==> src/design/vpa_pkg.sv <==
`timescale 1ns / 1ps
// Shared types, sizes and codes of the variable partition allocator.
// Depends on nothing; every other file of the block imports it.
package vpa_pkg;

    localparam int MAX_SEGMENTS = 32;
    localparam int SIZE_BITS    = 20;
    localparam int ID_BITS      = 16;
    localparam int IDX_W        = $clog2(MAX_SEGMENTS);
    localparam int CNT_W        = $clog2(MAX_SEGMENTS + 1);

    localparam logic [IDX_W-1:0]     LAST_IDX  = IDX_W'(MAX_SEGMENTS - 1);
    localparam logic [CNT_W-1:0]     FULL_CNT  = CNT_W'(MAX_SEGMENTS);
    localparam logic [SIZE_BITS-1:0] MEM_RESET = {SIZE_BITS{1'b1}};
    localparam logic [ID_BITS-1:0]   ID_FIRST  = ID_BITS'(1);
    localparam logic [ID_BITS-1:0]   ID_SECOND = ID_BITS'(2);

    localparam logic [1:0] POL_FIRST = 2'd0;
    localparam logic [1:0] POL_BEST  = 2'd1;
    localparam logic [1:0] POL_WORST = 2'd2;

    localparam logic CFG_FIT_POLICY  = 1'b0;
    localparam logic CFG_MEMORY_SIZE = 1'b1;

    localparam logic FUNC_ALLOC = 1'b0;
    localparam logic FUNC_FREE  = 1'b1;

    typedef enum logic [1:0] {
        ST_OK,
        ST_NOFIT,
        ST_NOTFOUND,
        ST_FULL
    } status_t;

    typedef enum logic [2:0] {
        S_INIT,
        S_IDLE,
        S_SCAN,
        S_DECIDE,
        S_WRITE,
        S_PACK,
        S_DONE
    } state_t;

    typedef enum logic [1:0] {
        CM_HOLD,
        CM_SHIFT,
        CM_SWAP,
        CM_INIT
    } cell_mode_t;

    typedef struct packed {
        logic                 valid;
        logic                 busy;
        logic [SIZE_BITS-1:0] size;
        logic [ID_BITS-1:0]   ident;
    } seg_t;

    typedef struct packed {
        cell_mode_t           mode;
        logic                 phase;
        logic [SIZE_BITS-1:0] init_size;
    } cell_cmd_t;

endpackage

==> src/design/vpa_cell.sv <==
`timescale 1ns / 1ps
// One segment slot of the allocator's cell chain.
// Depends on vpa_pkg for the segment and command types.
module vpa_cell (
    input  logic              clk,
    input  logic              rst_n,
    input  vpa_pkg::cell_cmd_t cmd,
    input  logic              is_first,
    input  logic              parity,
    input  vpa_pkg::seg_t     left,
    input  vpa_pkg::seg_t     right,
    output vpa_pkg::seg_t     entry
);
    import vpa_pkg::*;

    logic                 valid_reg;
    logic                 valid_next;
    logic                 busy_reg;
    logic [SIZE_BITS-1:0] size_reg;
    logic [ID_BITS-1:0]   ident_reg;
    seg_t                 cur;
    seg_t                 seg_next;

    assign cur   = '{valid: valid_reg, busy: busy_reg, size: size_reg, ident: ident_reg};
    assign entry = cur;

    always_comb
    begin
        seg_next = cur;
        unique case (cmd.mode)
            CM_HOLD:
            begin
                seg_next = cur;
            end
            CM_SHIFT:
            begin
                seg_next = right;
            end
            CM_SWAP:
            begin
                if (parity == cmd.phase)
                begin
                    if (!cur.valid && right.valid)
                    begin
                        seg_next = right;
                    end
                end
                else
                begin
                    if (!left.valid && cur.valid)
                    begin
                        seg_next = left;
                    end
                end
            end
            CM_INIT:
            begin
                seg_next = '{valid: is_first, busy: 1'b0, size: cmd.init_size,
                             ident: ID_FIRST};
            end
            default:
            begin
                seg_next = cur;
            end
        endcase
        valid_next = seg_next.valid;
    end

    always_ff @(posedge clk or negedge rst_n)
    begin
        if (!rst_n)
        begin
            valid_reg <= 1'b0;
        end
        else
        begin
            valid_reg <= valid_next;
        end
    end

    always_ff @(posedge clk)
    begin
        busy_reg  <= seg_next.busy;
        size_reg  <= seg_next.size;
        ident_reg <= seg_next.ident;
    end

endmodule

==> src/design/vpa_seq.sv <==
`timescale 1ns / 1ps
// Sequencer of the allocator: handshakes, fit search, split, merge and packing passes.
// Depends on vpa_pkg; drives the shared command and the tail input of the cell chain.
module vpa_seq (
    input  logic                          clk,
    input  logic                          rst_n,
    input  logic                          in_valid,
    output logic                          in_ready,
    input  logic                          func,
    input  logic [vpa_pkg::SIZE_BITS-1:0] request_size,
    input  logic [vpa_pkg::ID_BITS-1:0]   target_id,
    output logic                          out_valid,
    input  logic                          out_ready,
    output logic [1:0]                    status,
    output logic [vpa_pkg::ID_BITS-1:0]   granted_id,
    output logic [vpa_pkg::SIZE_BITS-1:0] free_total,
    input  logic                          cfg_valid,
    output logic                          cfg_ready,
    input  logic                          cfg_index,
    input  logic [vpa_pkg::SIZE_BITS-1:0] cfg_data,
    input  vpa_pkg::seg_t                 head,
    input  vpa_pkg::seg_t                 second,
    output vpa_pkg::seg_t                 tail,
    output vpa_pkg::cell_cmd_t            cmd
);
    import vpa_pkg::*;

    state_t               state_reg, state_next;
    logic [IDX_W-1:0]     cnt_reg;
    logic                 func_reg;
    logic [SIZE_BITS-1:0] req_reg;
    logic [ID_BITS-1:0]   tid_reg;
    logic [1:0]           policy_reg;
    logic                 found_reg;
    logic [IDX_W-1:0]     pick_reg;
    logic [SIZE_BITS-1:0] pick_size_reg;
    logic [SIZE_BITS-1:0] sum_reg;
    logic [CNT_W-1:0]     count_reg;
    logic [ID_BITS-1:0]   next_id_reg;
    seg_t                 delay_reg;
    logic                 delay_on_reg;
    logic                 carry_on_reg;
    logic [SIZE_BITS-1:0] carry_size_reg;
    logic [ID_BITS-1:0]   carry_id_reg;
    status_t              res_status_reg;
    logic [ID_BITS-1:0]   res_gid_reg;
    logic                 out_valid_reg;
    status_t              out_status_reg;
    logic [ID_BITS-1:0]   out_gid_reg;
    logic [SIZE_BITS-1:0] out_free_reg;

    logic                 last;
    logic                 in_fire;
    logic                 cfg_fire;
    logic                 cand;
    logic                 take;
    logic                 hit;
    logic                 at_pick;
    logic                 exact;
    logic                 eff_busy_h;
    logic                 eff_busy_n;
    logic                 merge;
    logic [IDX_W-1:0]     nxt_idx;
    logic [ID_BITS-1:0]   id_inc;
    logic [ID_BITS-1:0]   id_adv;
    logic                 out_free_slot;

    assign last          = (cnt_reg == LAST_IDX);
    assign in_fire       = in_valid && in_ready;
    assign cfg_ready     = (state_reg == S_IDLE) || (state_reg == S_INIT);
    assign cfg_fire      = cfg_valid && cfg_ready;
    assign out_valid     = out_valid_reg;
    assign status        = out_status_reg;
    assign granted_id    = out_gid_reg;
    assign free_total    = out_free_reg;
    assign out_free_slot = !out_valid_reg || out_ready;
    assign exact         = (pick_size_reg == req_reg);
    assign at_pick       = (cnt_reg == pick_reg);
    assign nxt_idx       = cnt_reg + IDX_W'(1);
    assign id_inc        = next_id_reg + ID_BITS'(1);
    assign id_adv        = (id_inc == '0) ? ID_FIRST : id_inc;

    assign cand = head.valid && !head.busy && (head.size >= req_reg);
    assign take = cand && (!found_reg
                  || (policy_reg == POL_BEST && head.size < pick_size_reg)
                  || (policy_reg == POL_WORST && head.size > pick_size_reg));
    assign hit  = head.valid && (head.ident == tid_reg) && (tid_reg != '0) && !found_reg;

    assign eff_busy_h = head.busy && !at_pick;
    assign eff_busy_n = second.busy && (nxt_idx != pick_reg);
    assign merge      = !last && head.valid && !eff_busy_h && second.valid && !eff_busy_n;

    always_comb
    begin
        state_next = state_reg;
        unique case (state_reg)
            S_INIT:
            begin
                state_next = S_IDLE;
            end
            S_IDLE:
            begin
                if (in_fire)
                begin
                    state_next = S_SCAN;
                end
            end
            S_SCAN:
            begin
                if (last)
                begin
                    state_next = S_DECIDE;
                end
            end
            S_DECIDE:
            begin
                state_next = S_DONE;
                if (func_reg == FUNC_ALLOC)
                begin
                    if (req_reg != '0 && found_reg && (exact || count_reg != FULL_CNT))
                    begin
                        state_next = S_WRITE;
                    end
                end
                else if (found_reg)
                begin
                    state_next = S_WRITE;
                end
            end
            S_WRITE:
            begin
                if (last)
                begin
                    state_next = (func_reg == FUNC_FREE) ? S_PACK : S_DONE;
                end
            end
            S_PACK:
            begin
                if (last)
                begin
                    state_next = S_DONE;
                end
            end
            S_DONE:
            begin
                if (out_free_slot)
                begin
                    state_next = S_IDLE;
                end
            end
            default:
            begin
                state_next = S_INIT;
            end
        endcase
    end

    always_comb
    begin
        in_ready      = 1'b0;
        tail          = '0;
        cmd.mode      = CM_HOLD;
        cmd.phase     = cnt_reg[0];
        cmd.init_size = (cfg_fire && cfg_index == CFG_MEMORY_SIZE) ? cfg_data : MEM_RESET;
        unique case (state_reg)
            S_INIT:
            begin
                cmd.mode = CM_INIT;
            end
            S_IDLE:
            begin
                in_ready = 1'b1;
                if (cfg_fire && cfg_index == CFG_MEMORY_SIZE)
                begin
                    cmd.mode = CM_INIT;
                end
            end
            S_SCAN:
            begin
                cmd.mode = CM_SHIFT;
                tail     = head;
            end
            S_WRITE:
            begin
                cmd.mode = CM_SHIFT;
                if (func_reg == FUNC_ALLOC)
                begin
                    if (delay_on_reg)
                    begin
                        tail = delay_reg;
                    end
                    else if (at_pick)
                    begin
                        tail = '{valid: 1'b1, busy: 1'b1, size: req_reg, ident: head.ident};
                    end
                    else
                    begin
                        tail = head;
                    end
                end
                else if (!merge)
                begin
                    tail.valid = head.valid;
                    tail.busy  = eff_busy_h;
                    tail.size  = carry_on_reg ? carry_size_reg + head.size : head.size;
                    tail.ident = carry_on_reg ? carry_id_reg : head.ident;
                end
            end
            S_PACK:
            begin
                cmd.mode = CM_SWAP;
            end
            S_DECIDE, S_DONE:
            begin
                cmd.mode = CM_HOLD;
            end
            default:
            begin
                cmd.mode = CM_HOLD;
            end
        endcase
    end

    always_ff @(posedge clk or negedge rst_n)
    begin
        if (!rst_n)
        begin
            state_reg     <= S_INIT;
            cnt_reg       <= '0;
            policy_reg    <= POL_WORST;
            count_reg     <= CNT_W'(1);
            next_id_reg   <= ID_SECOND;
            out_valid_reg <= 1'b0;
            found_reg     <= 1'b0;
            delay_on_reg  <= 1'b0;
            carry_on_reg  <= 1'b0;
        end
        else
        begin
            state_reg <= state_next;
            if (state_reg == S_DONE && out_free_slot)
            begin
                out_valid_reg <= 1'b1;
            end
            else if (out_ready)
            begin
                out_valid_reg <= 1'b0;
            end
            if (cfg_fire && cfg_index == CFG_FIT_POLICY)
            begin
                policy_reg <= cfg_data[1:0];
            end
            if (cmd.mode == CM_INIT)
            begin
                count_reg   <= CNT_W'(1);
                next_id_reg <= ID_SECOND;
            end
            unique case (state_reg)
                S_IDLE:
                begin
                    cnt_reg      <= '0;
                    found_reg    <= 1'b0;
                    delay_on_reg <= 1'b0;
                    carry_on_reg <= 1'b0;
                end
                S_SCAN:
                begin
                    cnt_reg <= last ? '0 : nxt_idx;
                    if ((func_reg == FUNC_ALLOC && take) || (func_reg == FUNC_FREE && hit))
                    begin
                        found_reg <= 1'b1;
                    end
                end
                S_WRITE:
                begin
                    cnt_reg <= last ? '0 : nxt_idx;
                    if (func_reg == FUNC_ALLOC)
                    begin
                        if (delay_on_reg)
                        begin
                            delay_reg <= head;
                        end
                        else if (at_pick && !exact)
                        begin
                            delay_reg    <= '{valid: 1'b1, busy: 1'b0,
                                              size: head.size - req_reg,
                                              ident: next_id_reg};
                            delay_on_reg <= 1'b1;
                            next_id_reg  <= id_adv;
                            count_reg    <= count_reg + CNT_W'(1);
                        end
                    end
                    else if (merge)
                    begin
                        carry_on_reg <= 1'b1;
                        count_reg    <= count_reg - CNT_W'(1);
                    end
                    else
                    begin
                        carry_on_reg <= 1'b0;
                    end
                end
                S_PACK:
                begin
                    cnt_reg <= last ? '0 : nxt_idx;
                end
                S_DONE:
                begin
                    cnt_reg <= '0;
                end
                S_INIT, S_DECIDE:
                begin
                    cnt_reg <= '0;
                end
                default:
                begin
                    cnt_reg <= '0;
                end
            endcase
        end
    end

    always_ff @(posedge clk)
    begin
        if (in_fire)
        begin
            func_reg    <= func;
            req_reg     <= request_size;
            tid_reg     <= target_id;
            sum_reg     <= '0;
            res_gid_reg <= '0;
        end
        if (state_reg == S_SCAN)
        begin
            if (head.valid && !head.busy)
            begin
                sum_reg <= sum_reg + head.size;
            end
            if ((func_reg == FUNC_ALLOC && take) || (func_reg == FUNC_FREE && hit))
            begin
                pick_reg      <= cnt_reg;
                pick_size_reg <= head.size;
            end
        end
        if (state_reg == S_DECIDE)
        begin
            if (state_next == S_WRITE)
            begin
                sum_reg        <= '0;
                res_status_reg <= ST_OK;
            end
            else if (func_reg == FUNC_FREE)
            begin
                res_status_reg <= ST_NOTFOUND;
            end
            else if (req_reg == '0 || !found_reg)
            begin
                res_status_reg <= ST_NOFIT;
            end
            else
            begin
                res_status_reg <= ST_FULL;
            end
        end
        if (state_reg == S_WRITE)
        begin
            if (tail.valid && !tail.busy)
            begin
                sum_reg <= sum_reg + tail.size;
            end
            if (func_reg == FUNC_ALLOC && at_pick && !delay_on_reg)
            begin
                res_gid_reg <= head.ident;
            end
            if (func_reg == FUNC_FREE && merge)
            begin
                carry_size_reg <= carry_on_reg ? carry_size_reg + head.size : head.size;
                carry_id_reg   <= carry_on_reg ? carry_id_reg : head.ident;
            end
        end
        if (state_reg == S_DONE && out_free_slot)
        begin
            out_status_reg <= res_status_reg;
            out_gid_reg    <= res_gid_reg;
            out_free_reg   <= sum_reg;
        end
    end

    a_count_range: assert property (@(posedge clk) disable iff (!rst_n)
        (count_reg != '0) && (count_reg <= FULL_CNT))
        else $error("Segment count left its range.");

    a_head_valid: assert property (@(posedge clk) disable iff (!rst_n)
        (state_reg == S_IDLE) |-> head.valid)
        else $error("Table is empty while idle.");

    a_ident_nonzero: assert property (@(posedge clk) disable iff (!rst_n)
        next_id_reg != '0)
        else $error("Fresh identifier is zero.");

    a_pick_fits: assert property (@(posedge clk) disable iff (!rst_n)
        (state_reg == S_DECIDE && func_reg == FUNC_ALLOC && found_reg)
        |-> (pick_size_reg >= req_reg))
        else $error("Chosen segment is smaller than the request.");

endmodule

==> src/design/variable_partition_allocator.sv <==
`timescale 1ns / 1ps
// Variable partition allocator: top level joining the sequencer and the cell chain.
// Depends on vpa_pkg, vpa_cell and vpa_seq.
//
// Requests arrive on the in channel (func, request_size, target_id) and each one
// yields exactly one transaction on the out channel (status, granted_id, free_total).
// The segment table lives in a chain of MAX_SEGMENTS cells that rotates one place a
// cycle during the search and rewrite passes; the sequencer watches the head cell and
// rewrites the tail. A successful allocation makes a search pass and a rewrite pass
// with any split; a failed request of either kind makes only the search pass. A
// successful free makes a search pass, a rewrite with merging, and an odd-even packing
// pass that moves the holes left by merging to the end.
// One request is worked on at a time; the next is accepted in the cycle after the result
// is registered.
// The configuration channel is ready whenever no request is in progress; a write of
// memory_size rebuilds the table as one free segment, and after reset the table is
// built in the initial state.
// A finished result waits in the output register while the receiver stalls; the next
// request is taken as soon as the result is registered, and its own result waits until
// the earlier transaction has completed.
module variable_partition_allocator (
    input  logic                          clk,
    input  logic                          rst_n,
    input  logic                          in_valid,
    output logic                          in_ready,
    input  logic                          func,
    input  logic [vpa_pkg::SIZE_BITS-1:0] request_size,
    input  logic [vpa_pkg::ID_BITS-1:0]   target_id,
    output logic                          out_valid,
    input  logic                          out_ready,
    output logic [1:0]                    status,
    output logic [vpa_pkg::ID_BITS-1:0]   granted_id,
    output logic [vpa_pkg::SIZE_BITS-1:0] free_total,
    input  logic                          cfg_valid,
    output logic                          cfg_ready,
    input  logic                          cfg_index,
    input  logic [vpa_pkg::SIZE_BITS-1:0] cfg_data
);
    import vpa_pkg::*;

    localparam seg_t EDGE_SEG = '{valid: 1'b1, busy: 1'b1, size: '0, ident: '0};

    seg_t      entries [MAX_SEGMENTS];
    seg_t      tail;
    cell_cmd_t cmd;

    vpa_seq u_seq (
        .clk          (clk),
        .rst_n        (rst_n),
        .in_valid     (in_valid),
        .in_ready     (in_ready),
        .func         (func),
        .request_size (request_size),
        .target_id    (target_id),
        .out_valid    (out_valid),
        .out_ready    (out_ready),
        .status       (status),
        .granted_id   (granted_id),
        .free_total   (free_total),
        .cfg_valid    (cfg_valid),
        .cfg_ready    (cfg_ready),
        .cfg_index    (cfg_index),
        .cfg_data     (cfg_data),
        .head         (entries[0]),
        .second       (entries[1]),
        .tail         (tail),
        .cmd          (cmd)
    );

    for (genvar k = 0; k < MAX_SEGMENTS; k++)
    begin : g_cell
        seg_t left_in;
        seg_t right_in;

        if (k == 0)
        begin : g_first
            assign left_in = EDGE_SEG;
        end
        else
        begin : g_mid_left
            assign left_in = entries[k-1];
        end

        if (k == MAX_SEGMENTS - 1)
        begin : g_last
            assign right_in = tail;
        end
        else
        begin : g_mid_right
            assign right_in = entries[k+1];
        end

        vpa_cell u_cell (
            .clk      (clk),
            .rst_n    (rst_n),
            .cmd      (cmd),
            .is_first (k == 0),
            .parity   (1'(k % 2)),
            .left     (left_in),
            .right    (right_in),
            .entry    (entries[k])
        );
    end

endmodule
==> config.mk <==
export PLATFORM = sky130hd
export DESIGN_NAME = variable_partition_allocator
export DESIGN_NICKNAME = d
export VERILOG_FILES = /design/src/design/vpa_pkg.sv /design/src/design/vpa_cell.sv /design/src/design/vpa_seq.sv /design/src/design/variable_partition_allocator.sv
export SDC_FILE = /design/constraint.sdc
export NUM_CORES = 2
export LEC_CHECK = 0
export ABC_AREA = 0
export BUFFER_PORTS_ARGS = -buffer_cell sky130_fd_sc_hd__buf_2
export CAP_MARGIN = 30
export CORE_UTILIZATION = 65
export CTS_CLUSTER_SIZE = 8
export DETAILED_ROUTE_END_ITERATION = 6
export PLACE_DENSITY = 0.88
export SLEW_MARGIN = 20
export SYNTH_ARGS = -nofsm -noshare
export SYNTH_HDL_FRONTEND = slang
export SYNTH_HIERARCHICAL = 1
export SYNTH_SLANG_ARGS = --single-unit
==> constraint.sdc <==
create_clock -name clk -period 9.3 [get_ports clk]
set_input_delay 0.465 -clock clk [delete_from_list [all_inputs] [get_ports clk]]
set_output_delay 0.465 -clock clk [all_outputs]
set_load 0.005 [all_outputs]
==> impl_results.md <==
* Normalized max-slew margin at 0.283
* Initial core utilization at 0.656
* Accumulated negative setup slack at 0 ns
* Worst min-delay path category: in2reg
* Required time of the critical path at roughly 10 ns
* Maximum cell stage delay along the critical path at ~0.9 ns
* CP Cell Sequence: ha_1 > and3_1 > ha_1 > xor2_1 > nor3_1 > a31oi_1 > or3_1 > and2_1 > buf_4 > nand2_1 > nand2_1 > ha_1 > inv_1 > fa_1 > nor2b_1 > o21a_1 > o21ai_0 > a21boi_0 > o211ai_1 > a31oi_1 > o2111a_1 > nor3_1 > o32ai_1
* Drt first-iter violations at 9,414
* Worst hold slack after final layout at between 0.03 and 0.04 ns
* Via count of the first global-routing pass at between 50,000 and 60,000
* Die extent in x at between 300 and 400 um
* Cell occurring most often along the worst timing path: sky130_fd_sc_hd__ha_1
* Number of register bits inferred by synthesis at about 1,500
* Number of antenna violations at the first check in global routing at 6
* Number of levels in the clock H-tree at 4
* CP max stage cell: sky130_fd_sc_hd__dfrtp_4
* Cts bufs inserted at ~200
* Avg Vias per Cell at 7.61
* Overflow left after global routing at 0
* Post-synth EDFFs at ~1,400
* Worst reg-to-reg setup slack at just over 3 ns
* Post-Syn Instances at between 5,000 and 6,000
* Clock Sink Count at ~1,500
* Endpoint of the worst setup timing path: u_seq/sum_reg[18]
* Die Y at around 340 um
* Ports at roughly 100
* Main synth FF type: sky130_fd_sc_hd__edfxtp_1
* FILL cells at about 6,800
* Clock latency at the later pin of the worst-skew pair at around 0.82 ns
* Post-DR wirelength/cell at about 31 um
* Wire length after detailed routing at roughly 230,000 um
* Residual DRC count at 0
* Launching element type of the critical path: flop
* Final count of pins violating max slew at 0
* Critical path class: reg2reg
* Count of unique library cells instantiated by Yosys at 86
* Clock-pin slew reported for the worst setup and hold paths after clock tree synthesis at ~0.060 ns
* Result of the run: completed
* Hold-fix buffers at CTS at 41
* Data arrival time at the worst-slack endpoint at just under 7 ns
* Final Hold Vio Count at 0
* Depth of the worst register-to-register path at 23
* Length of the first detailed-routing pass in iterations at 7
* Wire length of the first global-routing pass at around 330,000 um
* Achievable frequency at approximately 160 MHz
* Period Utilization, post-route at 0.665
* Endpoints failing setup at 0
* Post-synth design cell area at roughly 74,000 um^2
* Number of gates resized after CTS at 0
* Final weighted congestion in routability-driven placement at approximately 1.0
* Crit path from: u_seq/cnt_reg[0]
* Clock tree skew after final layout at 0.0575 ns
* Half-perimeter wire length after placement at 142,000 um
* Share of cells above drive strength 1 at 0.122
* GRT Util Overall at 0.381
* Max FFs per register at 640
* Layout Area Growth over Synthesis at 11.2%
* Capturing element type of the critical path: flop
* Min cycle time layout at slightly above 6 ns
* Max-cap violations at 0
* Source of the worst register-to-register timing path: u_seq/cnt_reg[0]
* Largest fanout on the critical path at 18
* Sequential cell area fraction in the yosys report at 0.585
* Post CTS Setup Buffer Count at 0
* Post-synth ARST share at 0.0464
* Worst Max-Slew Pin Slew at around 1.1 ns
* CORE AREA at 113,000 um^2
* Number of nets still failing antenna checks after routing at 0
* Average size of a mapped cell at 13.2 um^2
* Number of input and output port buffers inserted at just over 100
* Yosys warnings at 6
* Die area at 115,000 um^2
* Destination of the worst register-to-register timing path: u_seq/sum_reg[18]
* Max Root-Sink Buffers at 3
* Net total in the final layout at ~5,800
* Unrepaired setup endpoints after global routing: false
* Routed vias at between 50,000 and 60,000
* Pin count of the biggest net entering global routing at around 180
* Number of rows created at floorplan at about 120
* Root buffer cell: sky130_fd_sc_hd__clkbuf_16
* CTS tree: yes
==> metal layers <==
| metal | vias to the layer above | track usage | wire, um |
|---|---|---|---|
| li1 | 22691 | - | - |
| met1 | 27175 | 0.521 | 82000 |
| met2 | 4744 | 0.573 | 102000 |
| met3 | 784 | 0.0980 | 30300 |
| met4 | 0 | 0.184 | 11600 |
| met5 | - | 0 | 0 |
==> per-stage QoR <==
stage                      util  setup WS (ns)  cells  area [um^2]
after floorplan               -           4.44   5681        74300
after global placement    0.667           3.34   6850        75200
after detailed placement  0.670           3.36   6869        75500
after CTS                 0.725           3.31   7251        81700
after global routing      0.729           2.81   7274        82100
final                     0.729           3.11   7276        82100
==> critical path, delay by kind of cell (launching register included) <==
family          cells  cell delay, ns
compound gates      8            1.90
xor+xnor            1            0.15
fa+ha+maj           4            1.23
buf+inv             2            0.44
flops               1            0.90
simple gates        8            1.47
==> cell type report <==
cell class,instances,area [um^2],share of cell area
clock buffers,327,5570,0.0678
flip-flops and latches,1464,43300,0.527
diodes,2,5.00,0.0000609
multi-input cells,3497,28000,0.341
inverters,184,691,0.00841
clock inverters,14,292,0.00355
repair buffers,288,2440,0.0297
well taps,1500,1880,0.0228
==> synth_stat cells (all sizes together) (9+ instances only) <==
cell type	instances	area share
a31oi	19	0.0016
xnor2	55	0.0065
a22o	1797	0.21
inv	183	0.0093
o21ai	134	0.011
buf	273	0.021
mux2i	37	0.0050
a21o	37	0.0038
dfxtp	36	0.0098
nor4	14	0.0013
clkbuf	263	0.013
a211oi	9	0.0010
and4b	33	0.0045
nor3	58	0.0040
a21oi	81	0.0055
a22oi	54	0.0055
edfxtp	1360	0.55
o221ai	37	0.0045
nand2b	65	0.0055
mux2	70	0.012
o22ai	16	0.0014
o31ai	21	0.0021
nand3	66	0.0045
or3	46	0.0061
ha	102	0.017
nand2	219	0.011
xor2	72	0.012
nand4	15	0.0013
nor2	88	0.0046
o21a	16	0.0016
and3	21	0.0018
nor2b	79	0.0067
a222oi	16	0.0022
dfrtp	65	0.022
==> worst min path at each step <==
stage / from / endpoint / slack [ns] / cells past startpoint
floorplan: rst_n / g_cell[0].u_cell/valid_reg / 0.17 / 0
global placement: u_seq/res_status_reg[0] / u_seq/status[0] / 0.40 / 0
detailed placement: u_seq/res_gid_reg[10] / u_seq/granted_id[10] / 0.41 / 0
CTS: cfg_index / u_seq/policy_reg[1] / 0.008 / 3
global route: cfg_index / u_seq/policy_reg[1] / 0.09 / 3
finish: cfg_index / u_seq/policy_reg[1] / 0.03 / 3
==> kinds of logic after synthesis <==
logic type                 count (synthesis)  share of synthesized area
AOI/OAI and AO/OA                       2310                      0.262
xor gates and xnor gates                 127                     0.0184
adders and majority gates                106                     0.0184
buffers and inverters                    720                     0.0434
DFF                                     1464                      0.585
muxes                                    107                     0.0173
other                                      2                   0.000102
and+or+nand+nor                          744                     0.0555
==> placed cells by master (no fill, tap or decap), types with 45 or more instances in the layout <==
cell	Yosys	layout
sky130_fd_sc_hd__a21oi_1	81	81
sky130_fd_sc_hd__a22o_1	1797	1797
sky130_fd_sc_hd__a22oi_1	54	54
sky130_fd_sc_hd__buf_2	200	103
sky130_fd_sc_hd__buf_4	65	111
sky130_fd_sc_hd__clkbuf_1	263	123
sky130_fd_sc_hd__clkbuf_16	0	204
sky130_fd_sc_hd__conb_1	2	103
sky130_fd_sc_hd__dfrtp_1	65	63
sky130_fd_sc_hd__edfxtp_1	1360	1360
sky130_fd_sc_hd__ha_1	102	102
sky130_fd_sc_hd__inv_1	183	183
sky130_fd_sc_hd__nand2_1	218	218
sky130_fd_sc_hd__nand2b_1	65	45
sky130_fd_sc_hd__nand3_1	66	66
sky130_fd_sc_hd__nor2_1	87	87
sky130_fd_sc_hd__nor2b_1	79	60
sky130_fd_sc_hd__nor3_1	57	57
sky130_fd_sc_hd__o21ai_0	94	92
sky130_fd_sc_hd__xnor2_1	55	55
Power is not shown: default switching activity piles up to over one toggle a cycle in this logic, so the estimate is an artifact.
